## config.mk

```make
export PLATFORM = sky130hd
export DESIGN_NAME = gwsc_cfg
export DESIGN_NICKNAME = d
export VERILOG_FILES = /design/src/rtl/core/gwsc_pkg.sv /design/src/rtl/core/gwsc_cfg.sv
export SDC_FILE = /design/constraint.sdc
export NUM_CORES = 1
export LEC_CHECK = 0
export BUFFER_PORTS_ARGS = -buffer_cell sky130_fd_sc_hd__clkbuf_2
export CAP_MARGIN = 20
export CORE_MARGIN = 2
export CORE_UTILIZATION = 40
export CTS_CLUSTER_SIZE = 24
export DETAILED_ROUTE_END_ITERATION = 12
export HOLD_SLACK_MARGIN = 0.1
export PLACE_DENSITY = 0.8
export SYNTH_ARGS = -nofsm -noshare
export SYNTH_HDL_FRONTEND = slang
export SYNTH_SLANG_ARGS = --single-unit
```

## constraint.sdc

```tcl
create_clock -name clk -period 0.9 [get_ports clk]
set_clock_uncertainty 0.1 [all_clocks]
set_input_delay 0.09 -clock clk [delete_from_list [all_inputs] [get_ports clk]]
set_output_delay 0.09 -clock clk [all_outputs]
set_load 0.03 [all_outputs]
```

## src/rtl/core/gwsc_pkg.sv

```systemverilog
// Shared types, constants and helpers for the grid word search counter.
// No dependencies; every other file of the block imports this package.
`default_nettype none

package gwsc_pkg;

  localparam int CH_W       = 8;
  localparam int TOTAL_W    = 20;
  localparam int WORD_W     = 32;
  localparam int ROWW_W     = 9;
  localparam int COLW_W     = 24;  // one column of the line stores: {a, b, c}
  localparam int NUM_BANKS  = 8;
  localparam int BANK_SEL_W = 3;
  localparam int ADDR_W     = 3;
  localparam int REG_IDX_LSB = 2;

  localparam logic [TOTAL_W-1:0] TOTAL_MAX   = 20'hFFFFF;
  localparam logic [WORD_W-1:0]  WORD_RESET  = 32'h584D4153;  // "XMAS"
  localparam logic [ROWW_W-1:0]  WIDTH_RESET = 9'd140;
  localparam logic [1:0]         ROWS_FULL   = 2'd3;

  // register index, taken from paddr[REG_IDX_LSB]
  localparam logic REG_ROW_WIDTH   = 1'b0;
  localparam logic REG_SEARCH_WORD = 1'b1;

  typedef logic [COLW_W-1:0] col_word_t;

  typedef struct packed {
    logic last;
    logic full;      // three complete rows above
    logic col_ge3;   // room on the left
    logic right_ok;  // room on the right
    logic row_end;   // last column of the row
  } gwsc_flags_t;

  function automatic int col_bits(int max_cols);
    return ($clog2(max_cols) < BANK_SEL_W) ? BANK_SEL_W : $clog2(max_cols);
  endfunction

  function automatic int addr_bits(int max_cols);
    return (col_bits(max_cols) > BANK_SEL_W) ? col_bits(max_cols) - BANK_SEL_W : 1;
  endfunction

  // window slot (0 = col-3 ... 6 = col+3) that a bank holds for a given column
  function automatic logic [BANK_SEL_W-1:0] bank_slot(logic [BANK_SEL_W-1:0] bank,
                                                      logic [BANK_SEL_W-1:0] col_lo);
    return bank - col_lo + 3'd3;
  endfunction

  function automatic logic [WORD_W-1:0] reverse_word(logic [WORD_W-1:0] v);
    return {v[7:0], v[15:8], v[23:16], v[31:24]};
  endfunction

  function automatic logic [1:0] run_score(logic [WORD_W-1:0] run, logic [WORD_W-1:0] w);
    return {1'b0, run == w} + {1'b0, run == reverse_word(w)};
  endfunction

endpackage

`default_nettype wire

```

## src/rtl/core/gwsc_cfg.sv

```systemverilog
// APB-style register file: row width and search word.
// Depends on gwsc_pkg.
`default_nettype none

module gwsc_cfg import gwsc_pkg::*; (
  input  logic                clk,
  input  logic                rst,
  input  logic                psel,
  input  logic                penable,
  input  logic                pwrite,
  input  logic [ADDR_W-1:0]   paddr,
  input  logic [WORD_W-1:0]   pwdata,
  output logic [WORD_W-1:0]   prdata,
  output logic                pready,
  output logic [ROWW_W-1:0]   row_width,
  output logic [WORD_W-1:0]   search_word
);

  logic wr;

  assign pready = 1'b1;
  assign wr     = psel && penable && pwrite;

  always_ff @(posedge clk) begin
    if (rst) begin
      row_width   <= WIDTH_RESET;
      search_word <= WORD_RESET;
    end else if (wr) begin
      unique case (paddr[REG_IDX_LSB])
        REG_ROW_WIDTH:   row_width   <= pwdata[ROWW_W-1:0];
        REG_SEARCH_WORD: search_word <= pwdata;
        default: ;
      endcase
    end
  end

  always_comb begin
    unique case (paddr[REG_IDX_LSB])
      REG_ROW_WIDTH:   prdata = WORD_W'(row_width);
      REG_SEARCH_WORD: prdata = search_word;
      default:         prdata = '0;
    endcase
  end

endmodule

`default_nettype wire

```

==> results.toml <==
[timing]
final.period_utilization_pct = 138
setup_viol = 79
setup_ws_ps = -341
rsz0062_at_grt = "true"
drv_slew = 0
clock.fmax_ghz = 0.806
holdWs_ps = 150
final-hold-violation-count = 0
period_needed_ps = 1240

[layout]
fillers = 189
final_cell_mix = "73 x buf_8, 46 x nand2b_1, 43 x buf_6"
layout_commonest_cell = "buf_8"
stdcell_count = 470
final_net_count = 439
drive_gt1_share_pct = 63.2
diodes = 0
seq_area_um2 = 877
areaGrowthSynthToFinish_pct = 123
multi_input_area_um2 = 1240

[cts]
clock_sink_count = 41
root_buffer = "clkbuf_8"
cts_made_buffers = 5
insertion_delay_ps = 290
cts.reportedPaths.clkPinSlew_ps = 80
h-tree-depth = 2
cts_tree = "done"
cts_buffer_depth = 2

[grt]
grt_max_degree = 41
antenna_found_initial = 0
grt_pass1_vias = 2148
grt_pass1_wl_um = 10000
grt-ovfl-total = 0
grt_usage_pct = 23.2

[yosys]
syn_inst = 216
yosysWarnings = 0
synth_top_cells_by_area = "dfxtp_1 40%, mux2i_1 20%, nand2b_1 15%"
synth_cell_types = 14
synth_top_area_cell = "dfxtp_1"
syn_avg_cell_area_um2 = 9.53
synth.ff_latch_count = 41
ys_seq_area_share_pct = 39.9
synth_top_area_share_pct = 39.9
netlist_area_um2 = 2060
synth.net_count = 256

[setup_path]
cp-start-kind = "flop"
path_max_fanout = 2
ff2ff_setup_slack_ps = -90
r2r_end = "search_word[12]$_SDFFE_PP0P_"
cp_cell_sequence = "mux2_4 -> buf_8"
cp.depth = 2
cp-end-kind = "output port"
slowest_delay_ps = 340
r2r_start = "search_word[12]$_SDFFE_PP0P_"
crit_arrival_ps = 1050
path_class = "reg -> out"
worst_path_max_delay_cell = "dfxtp_2"
crit_buf_inv = 1
worstPathRequired_ps = 710
r2r_cells = 5
crit_family = "flip-flops"

[power]
leakage_nw = 2.00
vdd_drop_max_uv = 881
powerDensity_nw_per_um2 = 1030

[min_path]
hold_end = "row_width[5]$_SDFFE_PP0P_"
hold_class = "in -> reg"
hold_start = "rst"
worstHoldPathCells = 3

[floorplan]
dieArea_um2 = 5740
core_um2 = 5040
die_h_um = 75.8
pin_count = 114
die_w_um = 75.8
rows = 26
initial_core_util_pct = 40.8

[drt]
wl_met1_um = 3180
drt-initial-drc-count = 74
antenna_left = 0
dr.pass1.iters = 4
vias = 2276
wl_per_cell_um = 18.3
dr_wl_met2_um = 4800
wl_met3_um = 375
drc = 0
wl_um = 8580
via_per_inst = 4.84
top_layer_used = "met4"

[place]
portBuffers = 110
place.gp.congestion = 0.759
dp_hpwl_um = 3610
post-place-cells = 402

[flow_run]
cap_violations = 0

[status]
status = "finished, violations left"
violations = "negative setup slack"
[power by group]
group / switching [W] / internal (W) / total (W)
combinational: 0.000560 / 0.000703 / 0.00126
sequential: 0.0000389 / 0.00186 / 0.00189
clock: 0.000644 / 0.000905 / 0.00155
[worst register-to-register path: stages, from the launching register on]
cell and delay, ps:
dfxtp_2 340, buf_6 120, buf_6 110, buf_6 110
nand2b_4 50, mux2i_1 60
[worst max path at each step]
stage / start / endpoint / slack [ps]
floorplan: pwrite / search_word[14]$_SDFFE_PP1P_ / 10
global placement: paddr[2] / search_word[19]$_SDFFE_PP1P_ / -240
detailed placement: paddr[2] / search_word[28]$_SDFFE_PP1P_ / -340
CTS: row_width[0]$_SDFFE_PP0P_ / prdata[0] / -350
global route: row_width[2]$_SDFFE_PP1P_ / prdata[2] / -370
finish: row_width[0]$_SDFFE_PP0P_ / prdata[0] / -340
[synthesized netlist by cell type]
cell       n
and4_1     1
buf_2      2
and2_1    23
nor2_1    32
conb_1     1
buf_6      1
dfxtp_1   41
and4b_1    1
nand2b_1  49
buf_12     3
mux2i_1   41
mux2_2     9
clkbuf_1  10
buf_4      2
[what timing repair did]
action	in CTS	in global routing
pin swaps	0	3
buffers inserted	7	35
endpoints found under the hold margin	41	0
cloned	0	1
hold buffers	32	0
setup endpoints to repair	75	83
gates resized for setup	187	126
[flip-flops by register name, summed over array words and instances, names as in the netlist]
register / cells
row_width: 9
search_word: 32
[cell type report]
cell class,instances,share of cell area (%)
multi-input cells,157,27.1
flip-flops and latches,41,19.1
well taps,70,1.91
clock inverters,1,0.655
repair buffers,194,49.3
clock buffers,7,1.88
[through the flow]
| stage | setup TNS (ps) | utilization [%] | setup WS (ps) | area [µm²] | total power, W |
|---|---|---|---|---|---|
| 3_5_place_dp | -13980 | 58.4 | -343 | 2950 | 0.00270 |
| 6_report | -13880 | 91.0 | -341 | 4590 | 0.00471 |
| 2_1_floorplan | 0 | - | 12.2 | 2170 | 0.00243 |
| 4_1_cts | -13510 | 82.5 | -348 | 4160 | 0.00453 |
| 3_3_place_gp | -11010 | 58.4 | -235 | 2950 | 0.00268 |
| 5_1_grt | -16170 | 91.0 | -371 | 4590 | 0.00488 |
[routing by layer]
layer | GRT usage (%) | vias up
met5 | 0 | -
met4 | 6.43 | 0
met3 | 6.08 | 20
met2 | 46.6 | 92
met1 | 22.8 | 1106
li1 | - | 1058
[cell families after synthesis]
family / synth area share [%]
and+or+nand+nor: 28.6
muxes: 24.8
DFF: 39.9
buffers and inverters: 6.50
other: 0.182
No activity file was read; power rests on OpenSTA's default activity.
