--- src/rtl/core/gwsc_pkg.sv ---
// Shared types, constants and helpers for the grid word search counter.
// No dependencies; every other file of the block imports this package.
`default_nettype none

package gwsc_pkg;

  localparam int CH_W       = 8;
  localparam int TOTAL_W    = 20;
  localparam int WORD_W     = 32;
  localparam int ROWW_W     = 9;
  localparam int COLW_W     = 24;  // one column of the line stores: {a, b, c}
  localparam int NUM_BANKS  = 8;
  localparam int BANK_SEL_W = 3;
  localparam int ADDR_W     = 3;
  localparam int REG_IDX_LSB = 2;

  localparam logic [TOTAL_W-1:0] TOTAL_MAX   = 20'hFFFFF;
  localparam logic [WORD_W-1:0]  WORD_RESET  = 32'h584D4153;  // "XMAS"
  localparam logic [ROWW_W-1:0]  WIDTH_RESET = 9'd140;
  localparam logic [1:0]         ROWS_FULL   = 2'd3;

  // register index, taken from paddr[REG_IDX_LSB]
  localparam logic REG_ROW_WIDTH   = 1'b0;
  localparam logic REG_SEARCH_WORD = 1'b1;

  typedef logic [COLW_W-1:0] col_word_t;

  typedef struct packed {
    logic last;
    logic full;      // three complete rows above
    logic col_ge3;   // room on the left
    logic right_ok;  // room on the right
    logic row_end;   // last column of the row
  } gwsc_flags_t;

  function automatic int col_bits(int max_cols);
    return ($clog2(max_cols) < BANK_SEL_W) ? BANK_SEL_W : $clog2(max_cols);
  endfunction

  function automatic int addr_bits(int max_cols);
    return (col_bits(max_cols) > BANK_SEL_W) ? col_bits(max_cols) - BANK_SEL_W : 1;
  endfunction

  // window slot (0 = col-3 ... 6 = col+3) that a bank holds for a given column
  function automatic logic [BANK_SEL_W-1:0] bank_slot(logic [BANK_SEL_W-1:0] bank,
                                                      logic [BANK_SEL_W-1:0] col_lo);
    return bank - col_lo + 3'd3;
  endfunction

  function automatic logic [WORD_W-1:0] reverse_word(logic [WORD_W-1:0] v);
    return {v[7:0], v[15:8], v[23:16], v[31:24]};
  endfunction

  function automatic logic [1:0] run_score(logic [WORD_W-1:0] run, logic [WORD_W-1:0] w);
    return {1'b0, run == w} + {1'b0, run == reverse_word(w)};
  endfunction

endpackage

`default_nettype wire

--- src/rtl/core/gwsc_track.sv ---
// Input stage: column/row tracking, character window, line-store read
// addresses and the working register. Depends on gwsc_pkg.
`default_nettype none

module gwsc_track import gwsc_pkg::*; #(
  parameter  int MAX_COLS = 256,
  localparam int CW = col_bits(MAX_COLS),
  localparam int AW = addr_bits(MAX_COLS)
) (
  input  logic                            clk,
  input  logic                            rst,
  input  logic                            in_valid,
  input  logic [CH_W-1:0]                 in_ch,
  input  logic                            in_last,
  output logic                            in_ready,
  input  logic [ROWW_W-1:0]               row_width,
  input  logic                            s1_adv,
  output logic                            s1_valid,
  output logic [CH_W-1:0]                 s1_ch,
  output logic [CW-1:0]                   s1_col,
  output logic [3*CH_W-1:0]               s1_recent,
  output gwsc_flags_t                     s1_flags,
  output logic                            rd_en,
  output logic [NUM_BANKS-1:0][AW-1:0]    raddr
);

  logic [CW-1:0]     column_index;
  logic [1:0]        rows_seen;
  logic [3*CH_W-1:0] recent;
  logic [CW-1:0]     wlast;
  logic [CW-1:0]     col;
  logic              row_end;
  logic              accept;

  // last column index of a row, width clamped into 4..MAX_COLS
  always_comb begin
    if (row_width < ROWW_W'(4)) begin
      wlast = CW'(3);
    end else if (32'(row_width) > MAX_COLS) begin
      wlast = CW'(MAX_COLS - 1);
    end else begin
      wlast = CW'(row_width - ROWW_W'(1));
    end
  end

  assign col      = (column_index > wlast) ? wlast : column_index;
  assign row_end  = (col == wlast);
  assign in_ready = !s1_valid || s1_adv;
  assign accept   = in_valid && in_ready;
  assign rd_en    = accept;

  always_ff @(posedge clk) begin
    if (rst) begin
      column_index <= '0;
      rows_seen    <= '0;
      recent       <= '0;
      s1_valid     <= 1'b0;
    end else begin
      if (accept) begin
        if (in_last) begin
          column_index <= '0;
          rows_seen    <= '0;
          recent       <= '0;
        end else begin
          column_index <= row_end ? '0 : col + CW'(1);
          if (row_end && (rows_seen != ROWS_FULL)) begin
            rows_seen <= rows_seen + 2'd1;
          end
          recent <= {recent[2*CH_W-1:0], in_ch};
        end
      end
      if (accept) begin
        s1_valid <= 1'b1;
      end else if (s1_adv) begin
        s1_valid <= 1'b0;
      end
    end
  end

  always_ff @(posedge clk) begin
    if (accept) begin
      s1_ch             <= in_ch;
      s1_col            <= col;
      s1_recent         <= recent;
      s1_flags.last     <= in_last;
      s1_flags.full     <= (rows_seen == ROWS_FULL);
      s1_flags.col_ge3  <= (col >= CW'(3));
      s1_flags.right_ok <= ((CW+1)'(col) + (CW+1)'(3)) <= (CW+1)'(wlast);
      s1_flags.row_end  <= row_end;
    end
  end

  // columns col-3 .. col+3 fall in seven distinct banks
  always_comb begin
    logic [BANK_SEL_W-1:0] k;
    logic [CW-1:0]         colb;
    k    = '0;
    colb = '0;
    for (int b = 0; b < NUM_BANKS; b++) begin
      k        = bank_slot(BANK_SEL_W'(b), col[BANK_SEL_W-1:0]);
      colb     = col - CW'(3) + CW'(k);
      raddr[b] = AW'(colb >> BANK_SEL_W);
    end
  end

endmodule

`default_nettype wire

--- config.mk ---
export PLATFORM = sky130hd
export DESIGN_NAME = gwsc_track
export DESIGN_NICKNAME = d
export VERILOG_FILES = /design/src/rtl/core/gwsc_pkg.sv /design/src/rtl/core/gwsc_track.sv
export SDC_FILE = /design/constraint.sdc
export NUM_CORES = 1
export LEC_CHECK = 0
export ABC_CLOCK_PERIOD_IN_PS = 6440
export BUFFER_PORTS_ARGS = -buffer_cell sky130_fd_sc_hd__buf_2
export CAP_MARGIN = 0
export CORE_MARGIN = 5
export CORE_UTILIZATION = 23
export DETAILED_ROUTE_END_ITERATION = 7
export GPL_TIMING_DRIVEN = 0
export PLACE_DENSITY = 0.48
export SYNTH_ARGS = -nofsm -noshare
export SYNTH_HDL_FRONTEND = slang
export SYNTH_SLANG_ARGS = --single-unit
export TNS_END_PERCENT = 5
--- constraint.sdc ---
create_clock -name clk -period 6.44 [get_ports clk]
set_input_delay 0.322 -clock clk [delete_from_list [all_inputs] [get_ports clk]]
set_output_delay 0.322 -clock clk [all_outputs]
set_load 0.01 [all_outputs]
==> impl_results.md <==
* Routed vias at 4042
* Proportion of layout cells with a drive suffix above 1 at 26.1%
* Cell area after synthesis at 5030 um2
* Final Net Count at 681
* Final core occ at 28.8%
* Total of endpoints with negative setup slack in the final report at 0
* PortBufs at 108
* Number of H-tree levels at 3
* Worst Path Max Fanout at 11
* Worst vdd rail ir drop at 0.143 mV
* Worst min-delay path category: in2reg
* Number of global-route vias before repair at 4061
* Total core area at 21700 um2
* Iteration count of the initial detailed-routing pass at 4
* Maximum clock frequency at 0.167 GHz
* Setup repair after global routing missed its margin: false
* Vias/cell at 4.45
* ANT nets after route at 0
* Ys flop type: sky130_fd_sc_hd__edfxtp_1
* Leakage at 2.54 nW
* Pwr per Cell Area at 195 nW/um2
* Maxcap violations at 0
* Pin count of the biggest net entering global routing at 38
* Fraction of registers with async set or reset after synthesis at 0%
* Largest clock skew in the final design at 0.00359 ns
* Top-Level Pins at 110
* Total track usage at 11.1%
* Post-layout worst setup margin at 0.449 ns
* Clock transition at the register clock pins on the worst setup and hold paths after CTS at 0.06 ns
* Total wire length after detailed routing at 13.8 mm
* Area Growth Syn to Fin at 24.2%
* Antenna violations before repair at 0
* Worst hold path depth at 1
* Die area at 24900 um2
* Yosys top cell by area: sky130_fd_sc_hd__edfxtp_1
* Final hold violation count at 0
* Mean instance size in the synthesized netlist at 9.99 um2
* Min cycle time layout at 5.99 ns
* Launching element type of the critical path: input pin
* Measured slew at the worst slew-check pin at 0.906 ns
* Most frequent cell after synthesis: sky130_fd_sc_hd__xnor2_1
* # clock sinks at 80
* Arrival time of data at the critical path endpoint at 5.67 ns
* Final HPWL DP at 10.8 mm
* Required time at the worst-slack endpoint at 6.12 ns
* Total overflow reported by the global router at 0
* Outcome: finished, final reports clean
* Sequential share of the synthesized area at 40.8%
* Height of the die at 158 um
* Filler Cell Count at 2327
* Gate count after technology mapping at 503
* Period utilization at 93.0%
* Register bit total from synthesis at 80
* Synthesis warning total at 0
* TritonCTS Buffers at 9
* Commonest cells in the synthesized netlist: sky130_fd_sc_hd__xnor2_1 (53), sky130_fd_sc_hd__a21oi_1 (48), sky130_fd_sc_hd__nor2_1 (48)
* Post-CTS setup buffer count at 0
* Max Transition Viols Final at 0
* Number of distinct standard cells referenced by the synthesized netlist at 70
* Antenna diodes at 0
* Number of placement rows at 54
* Syn_nets at 561
* Number of synthesized flops with an enable pin at 45
* Global-route wire length before repair at 22.1 mm
* Depth of the worst register-to-register path at 20
* Terminus of the critical flop-to-flop path: s1_flags[1]
* Die X-Extent at 158 um
* TritonCTS clock tree: yes
* Routability cong. at 0.794
* Kind of capture point of the worst setup path: output port
* DRC errors left at 0
* Library cell used as clock root buffer: sky130_fd_sc_hd__clkbuf_16
* Number of buffers on the longest clock path at 2
* Worst Min Path Start: in_ch[4]
* Effective utilization at floorplan at 23.2%
* Category of the most critical setup path: in2out
* Launching point of the worst reg2reg path: column_index[5]
* Worst setup slack for register-to-register paths at 1.71 ns
* Pre-CTS setup slack at -0.308 ns
* Slew HR at 39.2%
* Post-synth top area share at 26.9%
* Final routed wire length divided by cell count at 15.2 um
* Clock network latency to the later pin of the worst-skew pair at 0.33 ns
* Most area-consuming cells after synthesis: sky130_fd_sc_hd__edfxtp_1 (27%), sky130_fd_sc_hd__dfxtp_1 (14%), sky130_fd_sc_hd__xnor2_1 (9.2%), sky130_fd_sc_hd__ha_1 (9.0%), sky130_fd_sc_hd__a21oi_1 (4.8%)
* Number of DRC markers in iteration 0 at 173
* Quantity of hold-fixing buffers added after cts at 0
* Min-Delay Endpoint: s1_ch[4]
==> cell usage in the layout (no fill, tap or decap), types with 10 or more instances in the layout <==
master / n
sky130_fd_sc_hd__edfxtp_1: 45
sky130_fd_sc_hd__nor2_1: 48
sky130_fd_sc_hd__clkbuf_1: 16
sky130_fd_sc_hd__buf_2: 112
sky130_fd_sc_hd__o21ai_0: 10
sky130_fd_sc_hd__nor3_1: 11
sky130_fd_sc_hd__nand3_1: 11
sky130_fd_sc_hd__ha_1: 35
sky130_fd_sc_hd__nor3b_1: 24
sky130_fd_sc_hd__nand2_1: 25
sky130_fd_sc_hd__dfxtp_1: 35
sky130_fd_sc_hd__xnor2_1: 53
sky130_fd_sc_hd__inv_1: 24
sky130_fd_sc_hd__a21oi_1: 48
==> area by class of cell <==
class                           instances  area (um2)  area share, %
Tap cell                              280         350           5.61
Clock buffer                           14         244           3.91
Buffer                                 22         111           1.78
Clock inverter                          2        33.8          0.541
Sequential cell                        80        2050           32.9
Multi-Input combinational cell        374        2780           44.6
Inverter                               27         108           1.72
Timing Repair Buffer                  109         561           8.98
==> metrics by stage <==
step	hold WS, ns	setup TNS, ns	power (mW)	instance area [um2]	instances
2_1_floorplan	0.409	0	0.678	5030	503
3_3_place_gp	0.413	-4.61	0.745	5920	891
3_5_place_dp	0.416	-4.39	0.747	5940	892
4_1_cts	0.178	0	1.23	6210	908
5_1_grt	0.180	0	1.27	6240	908
6_report	0.187	0	1.22	6240	908
==> power by group <==
| group | internal, mW | switching (mW) | leakage (nW) | total, mW |
|---|---|---|---|---|
| clock network | 0.300 | 0.182 | 0.133 | 0.482 |
| logic | 0.0643 | 0.104 | 1.68 | 0.168 |
| registers | 0.558 | 0.00686 | 0.731 | 0.565 |
==> layer usage <==
metal	vias to the layer above	GRT usage, %	share of wire (%)
li1	2043	-	-
met5	-	0	0
met3	10	1.94	5.4
met1	1901	15.3	47
met2	88	18.2	46
met4	0	2.46	0.90
==> cells by family (layout without fill, tap and decap cells) <==
group / Yosys count / after routing / share of synthesized area, %
xor+xnor: 61 / 61 / 11.7
mux: 3 / 3 / 0.697
fa+ha+maj: 36 / 36 / 8.96
compound gates: 113 / 113 / 15.2
flops: 80 / 80 / 40.8
buf+inv: 49 / 174 / 4.28
simple gates: 161 / 161 / 18.4
==> sequential cells by signal, indices dropped and copies added, names as in the netlist <==
signal        count
recent           24
s1_recent        24
column_index      8
s1_col            8
s1_flags          5
s1_ch             8
s1_valid          1
rows_seen         2
==> what timing repair did <==
item | CTS | global route
cloned | 0 | 0
gates resized for setup | 1 | 6
endpoints found under the setup margin | 26 | 29
==> worst max path at each step <==
stage | startpoint | endpoint | slack [ns] | cells past startpoint
2_1_floorplan | row_width[2] | raddr[27] | 1.31 | 17
3_3_place_gp | row_width[2] | raddr[34] | -0.30 | 20
3_5_place_dp | row_width[2] | raddr[34] | -0.31 | 20
4_1_cts | row_width[2] | raddr[34] | 0.01 | 20
5_1_grt | row_width[0] | raddr[34] | 0.04 | 23
6_report | row_width[0] | raddr[34] | 0.45 | 23
==> worst max-delay path, cell delays in order <==
cell	delay (ns)
sky130_fd_sc_hd__buf_2	0.13
sky130_fd_sc_hd__inv_1	0.08
sky130_fd_sc_hd__ha_1	0.14
sky130_fd_sc_hd__clkbuf_2	0.19
sky130_fd_sc_hd__or4b_1	0.44
sky130_fd_sc_hd__o211ai_1	0.21
sky130_fd_sc_hd__a21oi_2	0.12
sky130_fd_sc_hd__ha_1	0.30
sky130_fd_sc_hd__nand4_1	0.21
sky130_fd_sc_hd__nor2_1	0.34
sky130_fd_sc_hd__nor2b_1	0.08
sky130_fd_sc_hd__buf_2	0.19
sky130_fd_sc_hd__nor2_2	0.38
sky130_fd_sc_hd__o21ai_2	0.25
sky130_fd_sc_hd__ha_1	0.39
sky130_fd_sc_hd__ha_2	0.52
sky130_fd_sc_hd__clkinvlp_4	0.30
sky130_fd_sc_hd__ha_1	0.38
sky130_fd_sc_hd__a21oi_1	0.27
sky130_fd_sc_hd__inv_1	0.09
sky130_fd_sc_hd__nand3_2	0.09
sky130_fd_sc_hd__xnor2_1	0.11
sky130_fd_sc_hd__buf_2	0.15
Power figures use the tool's default switching activity.
