### src/rtl/core/gwsc_pkg.sv
// Shared types, constants and helpers for the grid word search counter.
// No dependencies; every other file of the block imports this package.
`default_nettype none

package gwsc_pkg;

  localparam int CH_W       = 8;
  localparam int TOTAL_W    = 20;
  localparam int WORD_W     = 32;
  localparam int ROWW_W     = 9;
  localparam int COLW_W     = 24;  // one column of the line stores: {a, b, c}
  localparam int NUM_BANKS  = 8;
  localparam int BANK_SEL_W = 3;
  localparam int ADDR_W     = 3;
  localparam int REG_IDX_LSB = 2;

  localparam logic [TOTAL_W-1:0] TOTAL_MAX   = 20'hFFFFF;
  localparam logic [WORD_W-1:0]  WORD_RESET  = 32'h584D4153;  // "XMAS"
  localparam logic [ROWW_W-1:0]  WIDTH_RESET = 9'd140;
  localparam logic [1:0]         ROWS_FULL   = 2'd3;

  // register index, taken from paddr[REG_IDX_LSB]
  localparam logic REG_ROW_WIDTH   = 1'b0;
  localparam logic REG_SEARCH_WORD = 1'b1;

  typedef logic [COLW_W-1:0] col_word_t;

  typedef struct packed {
    logic last;
    logic full;      // three complete rows above
    logic col_ge3;   // room on the left
    logic right_ok;  // room on the right
    logic row_end;   // last column of the row
  } gwsc_flags_t;

  function automatic int col_bits(int max_cols);
    return ($clog2(max_cols) < BANK_SEL_W) ? BANK_SEL_W : $clog2(max_cols);
  endfunction

  function automatic int addr_bits(int max_cols);
    return (col_bits(max_cols) > BANK_SEL_W) ? col_bits(max_cols) - BANK_SEL_W : 1;
  endfunction

  // window slot (0 = col-3 ... 6 = col+3) that a bank holds for a given column
  function automatic logic [BANK_SEL_W-1:0] bank_slot(logic [BANK_SEL_W-1:0] bank,
                                                      logic [BANK_SEL_W-1:0] col_lo);
    return bank - col_lo + 3'd3;
  endfunction

  function automatic logic [WORD_W-1:0] reverse_word(logic [WORD_W-1:0] v);
    return {v[7:0], v[15:8], v[23:16], v[31:24]};
  endfunction

  function automatic logic [1:0] run_score(logic [WORD_W-1:0] run, logic [WORD_W-1:0] w);
    return {1'b0, run == w} + {1'b0, run == reverse_word(w)};
  endfunction

endpackage

`default_nettype wire

### src/rtl/core/gwsc_match.sv
// Working stage: run compares, saturating total, line-store commits and
// the result register. Depends on gwsc_pkg.
`default_nettype none

module gwsc_match import gwsc_pkg::*; #(
  parameter  int MAX_COLS = 256,
  localparam int CW = col_bits(MAX_COLS),
  localparam int AW = addr_bits(MAX_COLS)
) (
  input  logic                                clk,
  input  logic                                rst,
  input  logic                                s1_valid,
  input  logic [CH_W-1:0]                     s1_ch,
  input  logic [CW-1:0]                       s1_col,
  input  logic [3*CH_W-1:0]                   s1_recent,
  input  gwsc_flags_t                         s1_flags,
  input  logic [NUM_BANKS-1:0][COLW_W-1:0]    rdata,
  input  logic [WORD_W-1:0]                   search_word,
  output logic                                s1_adv,
  output logic [NUM_BANKS-1:0]                we,
  output logic [NUM_BANKS-1:0][AW-1:0]        waddr,
  output logic [NUM_BANKS-1:0][COLW_W-1:0]    wdata,
  output logic                                res_valid,
  output logic [TOTAL_W-1:0]                  res_total,
  input  logic                                out_ready
);

  localparam int WIN = 7;

  col_word_t          win [WIN];
  logic [WORD_W-1:0]  run_h, run_v, run_d, run_ad;
  logic [3:0]         hits;
  logic [TOTAL_W:0]   sum;
  logic [TOTAL_W-1:0] total_next;
  logic [TOTAL_W-1:0] hit_total;
  logic               fire;

  // word layout: [23:16] one row up, [15:8] two up, [7:0] three up
  always_comb begin
    logic [BANK_SEL_W-1:0] bi;
    bi = '0;
    for (int k = 0; k < WIN; k++) begin
      bi     = s1_col[BANK_SEL_W-1:0] + BANK_SEL_W'(k) - 3'd3;
      win[k] = rdata[bi];
    end
  end

  assign run_h  = {s1_recent, s1_ch};
  assign run_v  = {win[3][7:0], win[3][15:8], win[3][23:16], s1_ch};
  assign run_d  = {win[0][7:0], win[1][15:8], win[2][23:16], s1_ch};
  assign run_ad = {win[6][7:0], win[5][15:8], win[4][23:16], s1_ch};

  always_comb begin
    hits = '0;
    if (s1_flags.col_ge3) begin
      hits = hits + 4'(run_score(run_h, search_word));
    end
    if (s1_flags.full) begin
      hits = hits + 4'(run_score(run_v, search_word));
      if (s1_flags.col_ge3) begin
        hits = hits + 4'(run_score(run_d, search_word));
      end
      if (s1_flags.right_ok) begin
        hits = hits + 4'(run_score(run_ad, search_word));
      end
    end
  end

  assign sum        = {1'b0, hit_total} + (TOTAL_W+1)'(hits);
  assign total_next = sum[TOTAL_W] ? TOTAL_MAX : sum[TOTAL_W-1:0];

  // a finished grid waits here while the previous total is still unread
  assign s1_adv = !(s1_flags.last && res_valid && !out_ready);
  assign fire   = s1_valid && s1_adv;

  always_ff @(posedge clk) begin
    if (rst) begin
      hit_total <= '0;
      res_valid <= 1'b0;
    end else begin
      if (res_valid && out_ready) begin
        res_valid <= 1'b0;
      end
      if (fire) begin
        hit_total <= s1_flags.last ? '0 : total_next;
        if (s1_flags.last) begin
          res_valid <= 1'b1;
        end
      end
    end
  end

  always_ff @(posedge clk) begin
    if (fire && s1_flags.last) begin
      res_total <= total_next;
    end
  end

  // column col-3 shifts down on each step with col >= 3; col-2..col also at the row end
  always_comb begin
    logic [BANK_SEL_W-1:0] k;
    logic [CW-1:0]         colb;
    logic [CH_W-1:0]       newc;
    k    = '0;
    colb = '0;
    newc = '0;
    for (int b = 0; b < NUM_BANKS; b++) begin
      k    = bank_slot(BANK_SEL_W'(b), s1_col[BANK_SEL_W-1:0]);
      colb = s1_col - CW'(3) + CW'(k);
      unique case (k)
        3'd0:    newc = s1_recent[3*CH_W-1:2*CH_W];
        3'd1:    newc = s1_recent[2*CH_W-1:CH_W];
        3'd2:    newc = s1_recent[CH_W-1:0];
        default: newc = s1_ch;
      endcase
      we[b]    = fire && (((k == 3'd0) && s1_flags.col_ge3) ||
                          (((k == 3'd1) || (k == 3'd2) || (k == 3'd3)) && s1_flags.row_end));
      waddr[b] = AW'(colb >> BANK_SEL_W);
      wdata[b] = {newc, rdata[b][23:16], rdata[b][15:8]};
    end
  end

endmodule

`default_nettype wire

### config.mk
export PLATFORM = sky130hd
export DESIGN_NAME = gwsc_match
export DESIGN_NICKNAME = d
export VERILOG_FILES = /design/src/rtl/core/gwsc_pkg.sv /design/src/rtl/core/gwsc_match.sv
export SDC_FILE = /design/constraint.sdc
export NUM_CORES = 1
export LEC_CHECK = 0
export BUFFER_PORTS_ARGS = -buffer_cell sky130_fd_sc_hd__buf_2
export CAP_MARGIN = 10
export CELL_PAD_IN_SITES_DETAIL_PLACEMENT = 1
export CELL_PAD_IN_SITES_GLOBAL_PLACEMENT = 2
export CORE_MARGIN = 8
export CORE_UTILIZATION = 27
export DETAILED_ROUTE_END_ITERATION = 10
export PLACE_DENSITY = 0.83
export SLEW_MARGIN = 20
export SYNTH_ARGS = -nofsm -noshare
export SYNTH_HDL_FRONTEND = slang
export SYNTH_SLANG_ARGS = --single-unit
### constraint.sdc
create_clock -name clk -period 7.05 [get_ports clk]
set_input_delay 0 -clock clk [delete_from_list [all_inputs] [get_ports clk]]
set_output_delay 0 -clock clk [all_outputs]
set_load 0.1 [all_outputs]
==> impl_metrics.json, run 1 <==
{
  "grt_usage_pct": 24.5,
  "yosys.area.top_type_share_pct": 10.6,
  "p_leak_uw": 0.00647,
  "drive_above_1_share_pct": 41.2,
  "final_nets": 2136,
  "grt-ovfl-total": 0,
  "clock_latency_ns": 0.28,
  "tns_ns": 0,
  "violations": "hold timing",
  "port_buffers": 534,
  "path_max_fanout": 13,
  "yosys_register_bits": 41,
  "htree_levels": 2,
  "postRouteAntennaNets": 0,
  "irDropWorstVdd_mv": 0.128,
  "dieArea_um2": 53300,
  "crit_path_end_kind": "flip-flop",
  "r2r_start": "hit_total[0]",
  "root_buffer": "clkbuf_16",
  "slew_headroom_pct": 29.3,
  "hp-class": "input pin to flip-flop",
  "core_area_um2": 45500,
  "worst_ep_required_time_ns": 7.24,
  "hold_viol": 1,
  "drt_iter0_markers": 1285,
  "avgSynthCellArea_um2": 8.22,
  "fin_skew_ns": 0.00394,
  "syn_area_um2": 12500,
  "period_needed_ns": 6.71,
  "clockBufferDepth": 2,
  "final_cell_mix": "buf_2 (533), xor2_1 (134), mux2i_1 (131)",
  "die_w_um": 231,
  "routed_wl_um": 70000,
  "holdWs_ns": -0.00145,
  "netlist_top_cells_area": "mux2i_1 (11%), xor2_1 (9.4%), xnor2_1 (9.1%), mux4_2 (8.3%), buf_4 (8.1%)",
  "cts_tree": "built",
  "fin_util_pct": 32.7,
  "synth_cell_types": 62,
  "worstHoldStart": "s1_valid",
  "fillers": 5634,
  "synthFlopType": "dfxtp_1",
  "gp_congestion": 0.949,
  "yosys_warnings": 0,
  "path_class": "input pin to flip-flop",
  "fin_crit_sh_pct": 95.2,
  "initial_core_util_pct": 27.4,
  "layout-area-overhead-vs-synth_pct": 19.4,
  "wl_per_cell_um": 28.7,
  "ys_seq_area_share_pct": 8.19,
  "syn_inst": 1517,
  "drt-vias-per-instance": 5.64,
  "numCtsBuffers": 5,
  "ys_async_sr_fraction_pct": 0,
  "num_vias": 13800,
  "setup_viol": 0,
  "grt_pass1_vias": 14800,
  "grt_pass1_wl_um": 100000,
  "synth_edf_count": 20,
  "startpoint_type": "input pin",
  "maxCapViolations": 0,
  "n_antenna_cell": 0,
  "powerDensity_nw_per_um2": 185,
  "power_uw": 2750,
  "yosysTopAreaCell": "mux2i_1",
  "antenna_found_initial": 8,
  "final_common_cell": "buf_2",
  "grt_start_max_net_pins": 61,
  "rows": 78,
  "status": "finished with violations",
  "fmax_ghz": 0.149,
  "maxSlewViolCount": 0,
  "setup_slack_ns": 0.341,
  "io_pins": 535,
  "die_h_um": 231,
  "worstPathArrival_ns": 6.90,
  "syn_nets": 1817,
  "worst_pin_slew_ns": 1.05,
  "firstDrtPassIters": 10,
  "path_clk_slew_ns": 0.06,
  "rsz0062_at_grt": "no",
  "pre_cts_slack_ns": 0.0527,
  "clock-sinks": 41,
  "reg2reg_slack_ns": 4.36,
  "drc": 0,
  "dpl.hpwl_um": 58500,
  "critPathLaunch": "s1_col[1]"
}
[power by group]
group / switching, uW / leakage, uW / internal [uW]
combinational: 1690 / 0.00604 / 539
clock: 89.2 / 0.0000841 / 177
sequential: 1.96 / 0.000351 / 255
total: 1780 / 0.00647 / 971
[worst max-delay path, cell delays in order]
cell,delay (ns)
buf_2,0.14
nor2_1,0.80
buf_4,0.27
a22oi_1,0.07
o21ai_1,0.24
xnor2_1,0.12
nor4_1,0.29
nand4_1,0.19
nor4_2,0.28
fa_1,0.49
fa_1,0.46
fa_1,0.44
mux2_2,0.31
ha_1,0.28
nand2b_1,0.12
o211ai_1,0.09
o21ai_0,0.13
inv_1,0.10
fa_1,0.42
nor2b_1,0.17
o21ai_1,0.16
a21o_1,0.25
or3_1,0.40
buf_4,0.20
a31o_2,0.26
a211oi_1,0.22
[cells in the mapped netlist, types with 26 or more instances]
cell,n
o21ai_0,62
nor2_1,57
mux2i_1,132
a222oi_1,40
nand2_1,112
clkbuf_1,93
o22ai_1,41
nor4_1,41
mux4_2,46
xor2_1,134
mux2_2,65
xnor2_1,129
buf_4,135
a21oi_1,44
nand4_1,26
[metrics by stage]
step                instances  cell area (um^2)
floorplan                1517             12500
global placement         2429             14700
detailed placement       2429             14700
CTS                      2437             14900
global route             2437             14900
finish                   2437             14900
[repair_timing]
| action | 4_1_cts | 5_1_grt |
|---|---|---|
| gates resized for setup | 0 | 3 |
| setup buffers | 0 | 0 |
| setup endpoints to repair | 0 | 4 |
| hold buffers | 0 | 0 |
[metal layers]
metal  wire [um]  global-route usage (%)  vias up  part of all wire (%)
li1            -                       -     6063                     -
met4        1830                    5.80        2                   2.6
met3        4490                    3.57      106                   6.4
met5          10                       0        -                 0.014
met1       28700                    30.3     6924                    41
met2       35000                    44.3      655                    50
[kinds of logic after synthesis]
| group | share of synthesized area, % |
|---|---|
| AO/OA/AOI/OAI | 15.8 |
| XOR/XNOR | 18.6 |
| adder cells (fa/ha/maj) | 3.01 |
| buffers and inverters | 14.5 |
| flip-flops | 8.19 |
| multiplexers | 25.9 |
| AND/OR/NAND/NOR | 14.0 |
[layout make-up]
type,instances,area [um^2],share of cell area [%]
multi-input combinational,1168,9660,64.9
timing repair buffer,598,3190,21.4
sequential,41,1020,6.86
tap,600,751,5.04
clock buffer,7,143,0.959
inverter,22,82.6,0.555
clock inverter,1,30.0,0.202
[final timing paths]
| check | endpoint | cells past startpoint |
|---|---|---|
| setup / recovery | hit_total[17] | 26 |
| hold / removal | res_valid | 3 |
| setup reg to reg | hit_total[17] | 10 |
| hold reg to reg | res_valid | 2 |
[sequential cells by signal (all words and copies together), names as in the netlist]
register	cells
hit_total	20
res_total	20
res_valid	1
Note: power is estimated with default switching activity, not from simulation.
==> run 2: changes to the inputs <==
--- a/config.mk
+++ b/config.mk
@@ -5,14 +5,16 @@
 export SDC_FILE = /design/constraint.sdc
 export NUM_CORES = 1
 export LEC_CHECK = 0
+export ABC_AREA = 1
 export BUFFER_PORTS_ARGS = -buffer_cell sky130_fd_sc_hd__buf_2
 export CAP_MARGIN = 10
 export CELL_PAD_IN_SITES_DETAIL_PLACEMENT = 1
 export CELL_PAD_IN_SITES_GLOBAL_PLACEMENT = 2
 export CORE_MARGIN = 8
-export CORE_UTILIZATION = 27
+export CORE_UTILIZATION = 24
 export DETAILED_ROUTE_END_ITERATION = 10
-export PLACE_DENSITY = 0.83
+export HOLD_SLACK_MARGIN = 0.08
+export PLACE_DENSITY = 0.86
 export SLEW_MARGIN = 20
 export SYNTH_ARGS = -nofsm -noshare
 export SYNTH_HDL_FRONTEND = slang
==> run 2 against run 1 <==
- the run now ends clean
- flip-flop and latch count unchanged
- synthesized cell count rose by 74%
- clock skew is 0.00052 ns lower
- sequential share of layout area shrank 0.47 points
- total power rose by 1.7%
- cell count up 52%
- global-route usage rose by 1.3 points
- critical path type unchanged
- largest cell class unchanged
==> impl_metrics.json, run 2 <==
{
  "firstDrtPassIters": 5,
  "yosys_register_bits": 41,
  "drive_above_1_share_pct": 20.2,
  "synth_cell_types": 47,
  "cp_top_family": "adder cells",
  "cts_tree": "built",
  "crit_top_cell": "nand2_1",
  "period_needed_ns": 6.33,
  "avgSynthCellArea_um2": 5.14,
  "initial_core_util_pct": 24.2,
  "yosys.area.top_type_share_pct": 27.4,
  "netlist_top_cells_area": "nand2_1 (27%), nand3_1 (20%), buf_4 (7.2%), inv_1 (6.3%), xor2_1 (5.8%)",
  "ys_seq_area_share_pct": 7.54,
  "path_depth": 29,
  "postRouteAntennaNets": 0,
  "dieArea_um2": 64300,
  "synth_edf_count": 20,
  "post_cts_resized": 0,
  "top_regs": "hit_total (20), res_total (20), res_valid (1)",
  "cp_slowest_stage_delay_ns": 0.50,
  "synthFlopType": "dfxtp_1",
  "grt_usage_pct": 25.8,
  "maxCapViolations": 0,
  "setup_viol": 0,
  "wl_per_cell_um": 23.8,
  "place_inst": 3679,
  "final_cell_mix": "nand2_1 (987), nand3_1 (550), buf_2 (533)",
  "crit_path_end_kind": "flip-flop",
  "yosys_warnings": 0,
  "io_pins": 535,
  "worstPathArrival_ns": 6.54,
  "powerDensity_nw_per_um2": 175,
  "grt_use_met3_pct": 3.78,
  "cp_num_buf_inv": 3,
  "grt_pass1_vias": 19200,
  "dpl.hpwl_um": 73500,
  "num_vias": 19200,
  "layout-area-overhead-vs-synth_pct": 18.0,
  "rr_endpoint": "hit_total[11]",
  "tns_ns": 0,
  "endpoint": "hit_total[11]",
  "hold_viol": 0,
  "met2_usage_pct": 43.5,
  "fin_crit_sh_pct": 89.8,
  "startpoint_type": "input pin",
  "grt.busiest_layer": "met2",
  "htree_levels": 2,
  "fmax_ghz": 0.158,
  "port_buffers": 534,
  "fillers": 7773,
  "reg2reg_slack_ns": 4.60,
  "grt_start_max_net_pins": 149,
  "path_max_fanout": 52,
  "critPathLaunch": "s1_col[0]",
  "syn_area_um2": 13500,
  "status": "complete, no violations",
  "syn_inst": 2632,
  "path_clk_slew_ns": 0.06,
  "die_h_um": 254,
  "routed_wl_um": 87700,
  "die_w_um": 254,
  "met1_usage_pct": 34.5,
  "yosysTopAreaCell": "nand2_1",
  "grt-ovfl-total": 0,
  "clock-sinks": 41,
  "final_common_cell": "nand2_1",
  "ys_async_sr_fraction_pct": 0,
  "fin_area_um2": 16000,
  "drc": 0,
  "slew_headroom_pct": 33.1,
  "yosysMostFrequentCell": "nand2_1",
  "antenna_found_initial": 8,
  "grt_pass1_wl_um": 127000,
  "dpl_cell_area_um2": 15800,
  "maxSlewViolCount": 0,
  "worst_ep_required_time_ns": 7.25,
  "rows": 87,
  "gp_congestion": 1.04,
  "p_leak_uw": 0.00878,
  "irDropWorstVdd_mv": 0.133,
  "path_class": "input pin to flip-flop",
  "root_buffer": "clkbuf_16",
  "reg2reg_depth": 10,
  "clock_latency_ns": 0.28,
  "core_area_um2": 56100,
  "fin_skew_ns": 0.00342,
  "final_nets": 3231,
  "clockBufferDepth": 2,
  "drt_iter0_markers": 1694,
  "syn_nets": 2932,
  "r2r_start": "hit_total[0]",
  "rsz0062_at_grt": "no",
  "crit_slowest_cell": "fa_1",
  "drt-vias-per-instance": 5.20,
  "yosys-top-cells-count": "nand2_1 (987), nand3_1 (550), inv_1 (229)",
  "postCtsSetupBuffers": 0,
  "instances_no_fill": 3693,
  "worst_pin_slew_ns": 1.00,
  "hp-class": "input pin to flip-flop",
  "numCtsBuffers": 5
}
## run 2: worst min-delay path by stage
| stage | start | endpoint | slack, ns | cells after the start |
|---|---|---|---|---|
| detailed placement | out_ready | res_valid | 0.34 | 4 |
| floorplan | rst | res_valid | 0.16 | 2 |
| global placement | out_ready | res_valid | 0.33 | 4 |
| global route | rst | hit_total[14] | 0.20 | 2 |
| finish | rst | hit_total[14] | 0.18 | 2 |
| CTS | rst | hit_total[7] | 0.17 | 2 |
## run 2: through the flow
step                      hold WS [ns]  power, uW  utilization [%]  setup slack, ns
final                            0.177       2800             28.5            0.716
after CTS                        0.172       2780             28.5            0.808
after global routing             0.196       2920             28.5            0.220
after global placement           0.329       2520             28.2            0.614
after floorplan                  0.160       1980                -             2.03
after detailed placement         0.340       2530             28.2            0.545
## run 2: cells by family after synthesis
kind of cell / Yosys count / synth area share, %
xor+xnor: 102 / 6.79
buf+inv: 512 / 18.9
flops: 41 / 7.54
simple gates: 1745 / 54.8
fa+ha+maj: 27 / 2.77
compound gates: 205 / 9.19
## run 2: area by class of cell
| type | instances | area [um^2] | area share [%] |
|---|---|---|---|
| Multi-Input combinational cell | 2079 | 9960 | 62.4 |
| Timing Repair Buffer | 561 | 2960 | 18.5 |
| Sequential cell | 41 | 1020 | 6.39 |
| Tap cell | 756 | 946 | 5.92 |
| Inverter | 243 | 915 | 5.73 |
| Clock buffer | 6 | 129 | 0.807 |
| Clock inverter | 2 | 33.8 | 0.211 |
| Antenna cell | 5 | 12.5 | 0.0783 |
## run 2: layer usage
layer,vias up,wire length (um)
met5,-,29
met4,4,2060
met3,110,6350
met2,823,40600
met1,9243,38700
li1,9010,-
## run 2: power by group
group	internal (uW)	switching (uW)
clock	166	88.4
sequential	255	2.27
combinational	423	1860
total	844	1950
## run 2: repair_timing
item                       CTS  global route
hold endpoints to repair     1             0
hold buffers                 1             0
setup endpoints to repair    0             0
